`src/hdst_pkg.sv`:
```
// Shared types and constants for the half-duplex serial transceiver.
package hdst_pkg;

   localparam int unsigned CfgWidth    = 16;
   localparam int unsigned CsrIdxWidth = 2;
   localparam int unsigned FrameBits   = 13;
   localparam int unsigned DataBits    = 8;

   localparam logic [CfgWidth-1:0] BitTicksReset  = 16'd3000;
   localparam logic [CfgWidth-1:0] WaitLimitReset = 16'd65500;

   localparam logic [CsrIdxWidth-1:0] CSR_BIT_TICKS  = 2'd0;
   localparam logic [CsrIdxWidth-1:0] CSR_WAIT_LIMIT = 2'd1;

   localparam logic [1:0] REQ_TICK = 2'd0;
   localparam logic [1:0] REQ_SEND = 2'd1;
   localparam logic [1:0] REQ_RECV = 2'd2;

   typedef struct packed {
      logic       line_out;
      logic       drive_enable;
      logic       busy_res;
      logic       rx_valid;
      logic [7:0] rx_byte;
      logic       tx_done;
   } result_type;

endpackage

```
`src/hdst_core.sv`:
```
// Per-tick state update and result logic of the transceiver.
module hdst_core (
   input  logic                  clock,
   input  logic                  reset,
   input  logic                  in_accept,
   input  logic [1:0]            req_type,
   input  logic [7:0]            req_tx_byte,
   input  logic                  req_line_in,
   input  logic [15:0]           bit_ticks,
   input  logic [15:0]           wait_limit,
   output hdst_pkg::result_type  result
);

   typedef enum logic [2:0] {
      PH_IDLE,
      PH_SEND,
      PH_WAIT_HIGH,
      PH_WAIT_LOW,
      PH_SAMPLE
   } phase_type;

   phase_type   phase_ff, phase_in;
   logic [16:0] tick_ff, tick_in;
   logic [15:0] wait_ff, wait_in;
   logic [3:0]  bit_ff, bit_in;
   logic [12:0] shift_ff, shift_in;
   logic        drive_ff, drive_in;

   always_comb begin
      logic [16:0] tick_next;
      logic [16:0] target;
      logic [15:0] wait_next;
      logic [3:0]  bit_next;
      logic        awaited;
      logic        line;

      phase_in = phase_ff;
      tick_in  = tick_ff;
      wait_in  = wait_ff;
      bit_in   = bit_ff;
      shift_in = shift_ff;
      drive_in = drive_ff;
      line     = 1'b1;
      result   = '0;

      tick_next = '0;
      target    = '0;
      wait_next = '0;
      bit_next  = '0;
      awaited   = 1'b0;

      if (phase_ff == PH_IDLE) begin
         if (req_type == hdst_pkg::REQ_SEND) begin
            shift_in = {1'b1, ~req_tx_byte, 4'b1011};
            phase_in = PH_SEND;
            tick_in  = '0;
            bit_in   = '0;
            drive_in = 1'b1;
         end else if (req_type == hdst_pkg::REQ_RECV) begin
            phase_in = PH_WAIT_HIGH;
            wait_in  = '0;
            drive_in = 1'b0;
         end
      end

      result.busy_res = (phase_in != PH_IDLE);

      case (phase_in)
         PH_SEND: begin
            line      = shift_in[0];
            tick_next = tick_in + 17'd1;
            if (tick_next >= {1'b0, bit_ticks}) begin
               tick_in  = '0;
               shift_in = {1'b1, shift_in[12:1]};
               bit_next = bit_in + 4'd1;
               bit_in   = bit_next;
               if (bit_next >= 4'(hdst_pkg::FrameBits)) begin
                  phase_in       = PH_IDLE;
                  bit_in         = '0;
                  result.tx_done = 1'b1;
               end
            end else begin
               tick_in = tick_next;
            end
         end
         PH_WAIT_HIGH, PH_WAIT_LOW: begin
            awaited   = (phase_in == PH_WAIT_HIGH);
            wait_next = wait_in + 16'd1;
            if (req_line_in != awaited || wait_next >= wait_limit || wait_next == '0) begin
               wait_in = '0;
               if (phase_in == PH_WAIT_HIGH) begin
                  phase_in = PH_WAIT_LOW;
               end else begin
                  phase_in = PH_SAMPLE;
                  tick_in  = '0;
                  bit_in   = '0;
                  shift_in = '0;
               end
            end else begin
               wait_in = wait_next;
            end
         end
         PH_SAMPLE: begin
            target    = (bit_in == '0) ? ({1'b0, bit_ticks} + {2'b0, bit_ticks[15:1]})
                                       : {1'b0, bit_ticks};
            tick_next = tick_in + 17'd1;
            if (tick_next >= target) begin
               tick_in = '0;
               if (!req_line_in) begin
                  shift_in[bit_in[2:0]] = 1'b1;
               end
               bit_next = bit_in + 4'd1;
               bit_in   = bit_next;
               if (bit_next >= 4'(hdst_pkg::DataBits)) begin
                  phase_in        = PH_IDLE;
                  bit_in          = '0;
                  result.rx_valid = 1'b1;
                  result.rx_byte  = shift_in[7:0];
               end
            end else begin
               tick_in = tick_next;
            end
         end
         default: begin
         end
      endcase

      result.drive_enable = drive_in;
      result.line_out     = drive_in ? line : 1'b1;
   end

   always_ff @(posedge clock) begin
      if (reset) begin
         phase_ff <= PH_IDLE;
         tick_ff  <= '0;
         wait_ff  <= '0;
         bit_ff   <= '0;
         shift_ff <= '1;
         drive_ff <= 1'b0;
      end else if (in_accept) begin
         phase_ff <= phase_in;
         tick_ff  <= tick_in;
         wait_ff  <= wait_in;
         bit_ff   <= bit_in;
         shift_ff <= shift_in;
         drive_ff <= drive_in;
      end
   end

endmodule

```
`src/hdst_out_buf.sv`:
```
// Two-entry result buffer between the core and the result channel.
module hdst_out_buf (
   input  logic                  clock,
   input  logic                  reset,
   input  logic                  push,
   input  hdst_pkg::result_type  push_data,
   output logic                  full,
   output logic                  out_valid,
   input  logic                  out_stall,
   output hdst_pkg::result_type  out_data
);

   hdst_pkg::result_type entry_ff [2];
   logic       wr_ptr_ff, wr_ptr_in;
   logic       rd_ptr_ff, rd_ptr_in;
   logic [1:0] count_ff, count_in;
   logic       pop;

   assign full      = (count_ff == 2'd2);
   assign out_valid = (count_ff != 2'd0);
   assign out_data  = entry_ff[rd_ptr_ff];
   assign pop       = out_valid && !out_stall;

   always_comb begin
      wr_ptr_in = push ? ~wr_ptr_ff : wr_ptr_ff;
      rd_ptr_in = pop ? ~rd_ptr_ff : rd_ptr_ff;
      count_in  = count_ff + {1'b0, push} - {1'b0, pop};
   end

   always_ff @(posedge clock) begin
      if (reset) begin
         wr_ptr_ff <= 1'b0;
         rd_ptr_ff <= 1'b0;
         count_ff  <= 2'd0;
      end else begin
         wr_ptr_ff <= wr_ptr_in;
         rd_ptr_ff <= rd_ptr_in;
         count_ff  <= count_in;
      end
   end

   always_ff @(posedge clock) begin
      if (push) begin
         entry_ff[wr_ptr_ff] <= push_data;
      end
   end

endmodule

```
`src/half_duplex_serial_transceiver.sv`:
```
// Top level of the half-duplex single-wire serial transceiver.
//
// Each request transaction is one timer tick: req_type (plain tick, start a
// send of req_tx_byte, start a receive) and the sampled line level req_line_in.
// A command while a send or receive runs is ignored.
// Every request yields exactly one response transaction carrying the line
// drive (rsp_line_out, rsp_drive_enable), rsp_busy_res, and the completion
// flags rsp_rx_valid/rsp_rx_byte and rsp_tx_done for that tick.
// Each response is registered in the response buffer before it is visible.
// Throughput: one tick per cycle while req_stall is low.
// A two-entry response buffer lets requests keep flowing while one response
// waits; req_stall rises only when both entries are held by a stalling
// receiver, and stalled responses hold steady.
// The csr port (csr_index 0: bit_ticks, 1: wait_limit) is always ready;
// other indexes are ignored. Write it only while idle.
// Reset (synchronous) returns to idle with the line released, empties the
// response buffer and restores bit_ticks 3000 and wait_limit 65500.
module half_duplex_serial_transceiver (
   input  logic        clock,
   input  logic        reset,
   input  logic        req_valid,
   output logic        req_stall,
   input  logic [1:0]  req_type,
   input  logic [7:0]  req_tx_byte,
   input  logic        req_line_in,
   output logic        rsp_valid,
   input  logic        rsp_stall,
   output logic        rsp_line_out,
   output logic        rsp_drive_enable,
   output logic        rsp_busy_res,
   output logic        rsp_rx_valid,
   output logic [7:0]  rsp_rx_byte,
   output logic        rsp_tx_done,
   input  logic        csr_valid,
   output logic        csr_ready,
   input  logic [1:0]  csr_index,
   input  logic [15:0] csr_data
);

   logic [15:0] bit_ticks_ff;
   logic [15:0] wait_limit_ff;
   logic        in_accept;
   logic        buf_full;
   hdst_pkg::result_type core_result;
   hdst_pkg::result_type out_result;

   assign csr_ready = 1'b1;
   assign req_stall = buf_full;
   assign in_accept = req_valid && !buf_full;

   always_ff @(posedge clock) begin
      if (reset) begin
         bit_ticks_ff  <= hdst_pkg::BitTicksReset;
         wait_limit_ff <= hdst_pkg::WaitLimitReset;
      end else if (csr_valid && csr_ready) begin
         if (csr_index == hdst_pkg::CSR_BIT_TICKS) begin
            bit_ticks_ff <= csr_data;
         end else if (csr_index == hdst_pkg::CSR_WAIT_LIMIT) begin
            wait_limit_ff <= csr_data;
         end
      end
   end

   hdst_core u_core (
      .clock       (clock),
      .reset       (reset),
      .in_accept   (in_accept),
      .req_type    (req_type),
      .req_tx_byte (req_tx_byte),
      .req_line_in (req_line_in),
      .bit_ticks   (bit_ticks_ff),
      .wait_limit  (wait_limit_ff),
      .result      (core_result)
   );

   hdst_out_buf u_out_buf (
      .clock     (clock),
      .reset     (reset),
      .push      (in_accept),
      .push_data (core_result),
      .full      (buf_full),
      .out_valid (rsp_valid),
      .out_stall (rsp_stall),
      .out_data  (out_result)
   );

   assign rsp_line_out     = out_result.line_out;
   assign rsp_drive_enable = out_result.drive_enable;
   assign rsp_busy_res     = out_result.busy_res;
   assign rsp_rx_valid     = out_result.rx_valid;
   assign rsp_rx_byte      = out_result.rx_byte;
   assign rsp_tx_done      = out_result.tx_done;

endmodule

```
`config.mk`:
```
export PLATFORM = sky130hd
export DESIGN_NAME = half_duplex_serial_transceiver
export DESIGN_NICKNAME = d
export VERILOG_FILES = /design/src/hdst_pkg.sv /design/src/hdst_core.sv /design/src/hdst_out_buf.sv /design/src/half_duplex_serial_transceiver.sv
export SDC_FILE = /design/constraint.sdc
export NUM_CORES = 1
export LEC_CHECK = 0
export ABC_AREA = 1
export BUFFER_PORTS_ARGS = -buffer_cell sky130_fd_sc_hd__buf_2
export CAP_MARGIN = 20
export CORE_MARGIN = 2
export CORE_UTILIZATION = 45
export DETAILED_ROUTE_END_ITERATION = 8
export GPL_TIMING_DRIVEN = 1
export SYNTH_ARGS = -nofsm -noshare
export SYNTH_HDL_FRONTEND = slang
export SYNTH_SLANG_ARGS = --single-unit
```
`constraint.sdc`:
```
create_clock -name clock -period 5.3 [get_ports clock]
set_clock_uncertainty 0.05 [all_clocks]
set_input_delay 0.53 -clock clock [delete_from_list [all_inputs] [get_ports clock]]
set_output_delay 0.53 -clock clock [all_outputs]
set_load 0.02 [all_outputs]
```
== After elaboration in Yosys (flattened, before gate mapping) ==
Memories as Yosys holds them, arrays and structs flattened. A register that Yosys moved wholly into a read port is not among the register bits.
Index checks and enable logic that the tools add are counted.
W data, S select, Z words.
Storage, ports and cells
  bits in registers: 90
  output and inout bits: 16
  memories: 1
  input bits: 34
  logic and storage cells: 112
  RAM bits: 26
Cells by class
  multiplexer cells: 57
  equal/unequal tests: 9
  reductions and logical operators: 16
  $add $sub $neg: 6
  order comparisons: 7
  bitwise operators: 5
Memories
  u_out_buf.entry_ff: words 2, width 13, read ports 1, clocked after Yosys merged registers in 1, write ports 1, RTL line hdst_out_buf.sv:13  | hdst_pkg::result_type entry_ff [2];
Operators by type and width (number)
  $mux W17: 7
  $mux W13: 7
  $mux W16: 5
  $pmux W17 S3: 1
  $pmux W13 S3: 1
  $mux W4: 8
  $mux W3: 9
  $mux W9: 3
  $add A16 B15 Y17: 1
  $add A17 B1 Y17 const B: 1
  $ge A17 B16 Y1: 1
  $ge A17 B17 Y1: 1
  $add A16 B1 Y16 const B: 1
  $ge A16 B16 Y1: 1
  $logic_not A16 Y1: 1
  $mux W1: 13
  $or A13 B8 Y13: 1
  $pmux W4 S3: 1
  $pmux W3 S3: 1
  $ge A4 B4 Y1 const B: 2
  $not A8 Y8: 1
  $eq A3 B2 Y1 const B: 2
  $lt A3 B5 Y1 const B: 1
  $add A4 B1 Y4 const B: 1
  21 further kinds: 29

== Longest topological paths before layout ==
Gate-level depths: netlist of run 1.
  word-level depth: 12
  mapped depth: 32
  gate-level depth less buffers: 30

== By module ==
Synthesis of run 1 repeated with hierarchy kept, for this count alone.
Unflattened totals
  cell total of the unflattened synthesis: 1356
  area, all modules: 9056.2 µm²
Modules (own cells, without submodules)
  hdst_core: cells an instance 1106, seq. area each 1081.0 µm², area an instance 6511.2 µm², times used 1
  half_duplex_serial_transceiver: cells an instance 174, seq. area each 640.6 µm², area an instance 1330.0 µm², times used 1
  hdst_out_buf: cells an instance 76, seq. area each 880.8 µm², area an instance 1214.9 µm², times used 1

== Worst setup path after synthesis of run 1 ==
No wires, ideal clock.
  path kind: input -> register
  from: input req_type[1]
  to: memory u_out_buf.entry_ff[0][1] (netlist name) (data pin)
  path slack: 983 ps
  setup time: 148 ps
  data required time: 5102 ps
  arrival: 4119 ps
  buffers on the path: 3
  cell stages on the path: 25
  cell sequence: inv_1 -> nand2_1 -> nor2_2 -> buf_4 -> clkbuf_1 -> nor2_1 -> ha_1 -> nand2_1 -> inv_1 -> nand4_1 -> nor2_1 -> nand3_1 -> nor3_1 -> xor2_1 -> ha_1 -> inv_1 -> nor3_1 -> nor3b_1 -> nand4_1 -> nand3_1 -> clkbuf_1 -> nand2_1 -> nor2_1 -> inv_1 -> nor2_1
RTL lines
  from (decl): RTL line half_duplex_serial_transceiver.sv:23  | input logic [1:0] req_type,
  to (decl): RTL line hdst_out_buf.sv:13

==> qor.yml, run 1 <==
cp.required_ns: 5.51
cts.sinks: 117
synth_seq_cells: 117
setup_viol: 0
internal_power_mw: 2.57
clockPowerShare_pct: 24.6
synth_area_mm2: 0.00870
ys_seq_area_share_pct: 29.9
grt_pass1_wl_um: 38300
gp_congestion: 0.912
drc: 0
drtIter0Drc: 468
wl_per_cell_um: 14.7
io_pins: 50
cts_buffers: 17
dpl_worst_slack_ns: 0.528
multi_input_area_mm2: 0.00525
cts_root_buf: "clkbuf_16"
final_antenna_net_count: 0
cpMostUsedCell: "nand2_1"
holdCritPathClass: "primary input to flop"
synth.avg_cell_area_um2: 6.83
core_area_mm2: 0.0188
final_max_slew_viol_count: 0
worst-path-max-fanout: 11
area_delta_synth_final_pct: 12.1
path_class: "flop to flop"
critical-path-slowest-cell: "dfxtp_1"
power_leakage_nw: 4.63
synth_cell_type_count: 47
vias: 8244
max_slew_margin_pct: 39.8
timing.final.crit_share_pct: 89.8
async_reset_ff_share_pct: 0
crit_buf_inv: 2
overflow: 0
ys.flop_type: "dfxtp_1"
arrival_ns: 4.97
die_area_mm2: 0.0205
drive_above_1_share_pct: 10.7
fin_crit_ns: 4.76
viasPerCell: 5.21
grt_pass1_vias: 7737
rows: 50
peakVddDrop_uv: 268
cts_tree: "yes"
yosysWarnings: 0
hold_slack_ns: 0.287
max_freq_ghz: 0.210
final_critical_path_setup_slack_ns: 0.543
path_clk_slew_ns: 0.06
antenna_found_initial: 0
synthesis.nets: 1383
synth_edf_count: 26
clk_latency_ns: 0.43
fillers: 1928
hpwl_um: 16800
syn_inst: 1275
h-tree-depth: 4
io_buffers: 48
p_switching_mw: 2.25
drtPass1Iterations: 7
worstMarginPinSlew_ns: 0.897
comb_power_share_pct: 49.9
fin_tns_setup_ns: 0
critPathMaxStageDelay_ns: 0.42
start_util_pct: 46.2
track_usage_pct: 23.7
die_y_um: 143
nets: 1418
powerDensity_mw_per_mm2: 494
startpoint_type: "flop"
die_w_um: 143
worstSetupEndpointType: "flop"
cap_viol_max_count: 0
finalHoldViolations: 0
status: "finished clean"
grt_max_degree: 51
register_area_mm2: 0.00260
cp_top_family: "simple AND/OR/NAND/NOR gates"
routed_wirelength_um: 23300
rsz0062_at_grt: "no"
swShare_pct: 46.7
clock_path_buffers: 2
diodes: 0
power_frac_seq_pct: 25.5
power by group through the flow:
| stage | clock [mW] | sequential, mW | combinational, mW |
|---|---|---|---|
| final | 1.19 | 1.23 | 2.41 |
| after global routing | 1.24 | 1.25 | 2.72 |
| after CTS | 1.20 | 1.22 | 2.39 |
| after detailed placement | 0 | 1.24 | 2.38 |
| after global placement | 0 | 1.24 | 2.38 |
| after floorplan | 0 | 1.20 | 1.85 |
layout make-up:
cell class	instances	share of cell area, %
well taps	260	3.33
flip-flops and latches	117	26.7
clock inverters	14	1.72
clock buffers	18	4.40
inverters	174	6.72
multi-input cells	940	53.8
repair buffers	60	3.39
stage by stage:
step	instance area [um^2]	cells	power, mW	util (%)
2_1_floorplan	8700	1275	3.05	-
3_3_place_gp	9160	1551	3.62	48.6
3_5_place_dp	9160	1551	3.62	48.6
4_1_cts	9750	1583	4.82	51.8
5_1_grt	9760	1583	5.21	51.8
6_report	9760	1583	4.82	51.8
timing repair:
action                                 CTS  global route
endpoints found under the hold margin    0             0
hold buffers                             0             0
resized for setup                        0             1
setup endpoints to repair                0             2
buffers inserted                         0             0
cell families after synthesis:
kind of cell,share of synthesized area [%]
adders and majority gates,10.7
buffers and inverters,9.98
AOI/OAI and AO/OA,16.4
and+or+nand+nor,28.2
DFF,29.9
xor gates and xnor gates,3.12
muxes,1.68
other,0.0431
worst paths after layout:
| check | start | to | slack, ns | depth (start not counted) |
|---|---|---|---|---|
| worst max-delay path | bit_ticks_ff[1]$_SDFFE_PP0P_ | u_out_buf.entry_ff[1][6]$_DFFE_PP_ | 0.54 | 25 |
| worst min-delay path | csr_data[4] | bit_ticks_ff[4]$_SDFFE_PP1P_ | 0.29 | 3 |
| worst max register to register | bit_ticks_ff[1]$_SDFFE_PP0P_ | u_out_buf.entry_ff[1][6]$_DFFE_PP_ | 0.54 | 25 |
| worst min register to register | u_out_buf.count_ff[1]$_SDFF_PP0_ | u_out_buf.count_ff[1]$_SDFF_PP0_ | 0.41 | 1 |
cells in the final DEF (no fill, tap or decap), types with 12 or more instances in the layout:
master / instances
edfxtp_1: 26
nor2_1: 111
a31oi_1: 19
nand2_1: 308
o21ai_0: 88
nor3_1: 16
mux2_2: 13
nand4_1: 18
inv_1: 165
dfxtp_1: 91
buf_4: 12
buf_2: 48
o211ai_1: 23
ha_1: 73
xor2_1: 26
nand3_1: 75
clkbuf_16: 17
a21oi_1: 109
Yosys cell counts (6+ instances only):
cell	count	area, um^2
clkbuf_1	30	113
mux2_2	13	146
inv_1	166	623
inv_2	6	22.5
xor2_1	26	228
o21ai_0	88	440
nand2_1	308	1160
nor3_1	16	80.1
ha_1	73	913
nand3_1	75	375
dfxtp_1	91	1820
edfxtp_1	26	781
a21oi_1	109	546
nor2_2	6	37.5
a31oi_1	19	119
o211ai_1	23	173
nor2_1	112	420
nand4_1	18	113
worst reg2reg max path, stage by stage, from the launching register on:
cell and delay (ns):
dfxtp_1 0.42, ha_1 0.22, fa_1 0.22, nand3_1 0.08, nand3_1 0.11, a21o_1 0.13
a21oi_1 0.09, o21a_1 0.21, o21ai_0 0.29, nand2_1 0.09, nand2_1 0.11, nand2_1 0.08
nand2_1 0.09, a21oi_1 0.08, or2_2 0.28, ha_1 0.33, nand2_1 0.07, nor3_1 0.20
nor3b_1 0.31, nand4_1 0.14, nand3_1 0.17, buf_4 0.20, nand2_1 0.06, nor2_1 0.19
inv_1 0.18, nor2_1 0.19
state kept, by name, indices dropped and copies added (netlist names), 2 cells and up, named ones only:
signal / count
u_out_buf.entry_ff: 26
u_core.phase_ff: 3
wait_limit_ff: 16
u_core.shift_ff: 13
bit_ticks_ff: 16
u_core.tick_ff: 17
u_core.wait_ff: 16
u_core.bit_ff: 4
u_out_buf.count_ff: 2
layer usage:
layer	track usage, %	part of all wire, %	vias to the layer above
li1	-	-	4309
met1	31.9	49	3743
met2	38.6	45	162
met3	4.23	3.8	30
met4	7.14	2.0	0
met5	0	0	-
(Power assumes the default switching activity.)
==> run 2, diff against run 1 <==
--- a/config.mk
+++ b/config.mk
@@ -14,4 +14,5 @@
 export GPL_TIMING_DRIVEN = 1
 export SYNTH_ARGS = -nofsm -noshare
 export SYNTH_HDL_FRONTEND = slang
+export SYNTH_HIERARCHICAL = 1
 export SYNTH_SLANG_ARGS = --single-unit
==> run 2 against run 1 <==
  * Sequential share of layout area fell by 0.59 points
  * Register-to-register slack improved by 0.22 ns
  * Final area rose by 2.3%
  * Flip-flop and latch count did not move
  * Synthesized cell count rose by 6.4%
  * Hold slack improved by 0.041 ns
  * Cell count rose by 4.9%
==> qor.yml, run 2 <==
h-tree-depth: 4  # unchanged
drtPass1Iterations: 6  # -1
cts_root_buf: "clkbuf_16"
clk_latency_ns: 0.41  # -0.02 ns
die_y_um: 146  # +2.0%
max_slew_margin_pct: 31.9  # -7.9 points
finalHoldViolations: 0  # unchanged
cap_viol_max_count: 0  # unchanged
drc: 0  # unchanged
timing.final.crit_share_pct: 85.6  # -4.1 points
die_w_um: 146  # +2.0%
area_delta_synth_final_pct: 10.2
io_buffers: 48  # unchanged
clock_path_buffers: 2  # unchanged
peakVddDrop_uv: 264  # -1.7%
powerDensity_mw_per_mm2: 456  # -7.7%
async_reset_ff_share_pct: 0  # unchanged
synthesis.nets: 1464  # +5.9%
reg.largest.list: "u_out_buf/entry_ff (26), u_core/tick_ff (17)"
largest_reg_flops: 26  # unchanged
wl_per_cell_um: 14.4  # -2.5%
critPathMaxStageDelay_ns: 0.47  # +0.05 ns
startpoint_type: "flop"
io_pins: 50  # unchanged
total_power_mw: 4.55  # -5.6%
layout_commonest_cell: "nand2_1"
fin_tns_setup_ns: 0  # unchanged
setup_viol: 0  # unchanged
yosysWarnings: 6  # +6
start_util_pct: 46.2  # about the same
rows: 51  # +2.0%
cts_buffers: 17  # unchanged
syn_inst: 1356  # +6.4%
rsz0062_at_grt: "no"
yosys-top-cells-count: "nand2_1, inv_1, nor2_1"
gp_congestion: 0.899  # -1.4%
grt_pass1_wl_um: 39500  # +3.2%
hold_buffers: 0  # unchanged
ys.flop_type: "dfxtp_1"
rrSetupSlack_ns: 0.76  # +0.22 ns
grt_max_degree: 77  # +51%
worstSetupEndpointType: "flop"
synth.largest_area_cell: "dfxtp_1"
post_cts_buffers: 0  # unchanged
overflow: 0  # unchanged
path_class: "flop to flop"
power_leakage_nw: 4.89  # +5.7%
hpwl_um: 17400  # +3.5%
track_usage_pct: 22.5  # -1.2 points
critical-path-slowest-cell: "dfxtp_1"
fin_crit_ns: 4.54  # -0.218 ns
synth.avg_cell_area_um2: 6.68  # -2.1%
arrival_ns: 4.83  # -0.14 ns
fin_area_mm2: 0.00998  # +2.3%
final_max_slew_viol_count: 0  # unchanged
drtIter0Drc: 641  # +37%
yosysTopAreaCellShare_pct: 20.1  # -0.82 points
grt_pass1_vias: 8124  # +5.0%
cpMostUsedCell: "nand2_1"
place_area_mm2: 0.00942  # +2.9%
diodes: 0  # unchanged
largest_register: "u_out_buf/entry_ff"
core_area_mm2: 0.0196  # +4.0%
synth_edf_count: 26  # unchanged
status: "finished clean"
final_antenna_net_count: 0  # unchanged
viasPerCell: 5.21  # about the same
synth_most_common_cell: "nand2_1"
cts_resized: 0  # unchanged
drive_above_1_share_pct: 10.5  # -0.27 points
worstMarginPinSlew_ns: 1.02  # +0.123 ns
nets: 1491  # +5.1%
synth_area_mm2: 0.00906  # +4.1%
cp_top_family: "simple AND/OR/NAND/NOR gates"
layout_common_cells: "nand2_1, inv_1, nor2_1"
cts.sinks: 117  # unchanged
holdCritPathClass: "primary input to flop"
synth_seq_cells: 117  # unchanged
synth.area.top_cells: "dfxtp_1, nand2_1, ha_1"
die_area_mm2: 0.0213  # +4.0%
synth_cell_type_count: 48  # +2.1%
cts_tree: "yes"
cp.required_ns: 5.59  # +0.08 ns
path_clk_slew_ns: 0.06  # about the same
worst-path-max-fanout: 13  # +2
vias: 8651  # +4.9%
crit_buf_inv: 2  # unchanged
routed_wirelength_um: 23900  # +2.3%
max_freq_ghz: 0.220  # +4.8%
antenna_found_initial: 0  # unchanged
ys_seq_area_share_pct: 28.7  # -1.2 points
[run 2: layer usage]
layer / vias up / wire length, um / part of all wire [%] / global-route usage [%]
met3: 24 / 1090 / 4.5 / 3.26
met5: - / 0 / 0 / 0
met2: 224 / 11000 / 46 / 37.4
li1: 4517 / - / - / -
met1: 3886 / 11500 / 48 / 30.5
met4: 0 / 303 / 1.3 / 5.88
[run 2: logic make-up after synthesis]
family,synth area share [%]
buffers and inverters,11.1
muxes,2.14
DFF,28.7
and+or+nand+nor,32.0
xor gates and xnor gates,2.32
adders and majority gates,10.3
other,0.0414
AOI/OAI and AO/OA,13.4
[run 2: area by class of cell]
class / count / area, um^2
fill: 2025 / 9610
multi-input combinational: 997 / 5460
sequential: 117 / 2600
inverter: 191 / 717
clock buffer: 21 / 472
tap: 265 / 332
timing repair buffer: 59 / 323
clock inverter: 11 / 76.3
[run 2: stage by stage]
stage / worst slack, ns / hold WS [ns] / utilization, % / std cells
6_report: 0.761 / 0.328 / 50.9 / 1661
5_1_grt: 0.299 / 0.329 / 50.9 / 1661
4_1_cts: 0.843 / 0.316 / 50.9 / 1660
3_5_place_dp: 0.714 / 0.394 / 48.1 / 1628
3_3_place_gp: 0.749 / 0.389 / 48.1 / 1628
2_1_floorplan: 0.815 / 0.379 / - / 1356
[run 2: path summary, 6_finish.rpt]
kind | start | depth (start not counted) | end
hold / removal | csr_data[3] | 3 | bit_ticks_ff[3]$_SDFFE_PP1P_
setup reg to reg | u_core/phase_ff[2]$_SDFFE_PP0P_ | 27 | u_core/bit_ff[2]$_SDFFE_PP0P_
hold reg to reg | u_core/shift_ff[4]$_SDFFE_PP1P_ | 2 | u_core/shift_ff[4]$_SDFFE_PP1P_
setup / recovery | u_core/phase_ff[2]$_SDFFE_PP0P_ | 27 | u_core/bit_ff[2]$_SDFFE_PP0P_
[run 2: tightest hold or removal path: cells and delay by family]
kind	cells	cell delay [ns]
simple gates	2	0.14
buf+inv	1	0.09
[run 2: where the power goes]
group	internal, mW	leakage [nW]	switching (mW)
sequential	1.09	0.992	0.132
combinational	0.737	3.63	1.52
clock	0.636	0.268	0.426
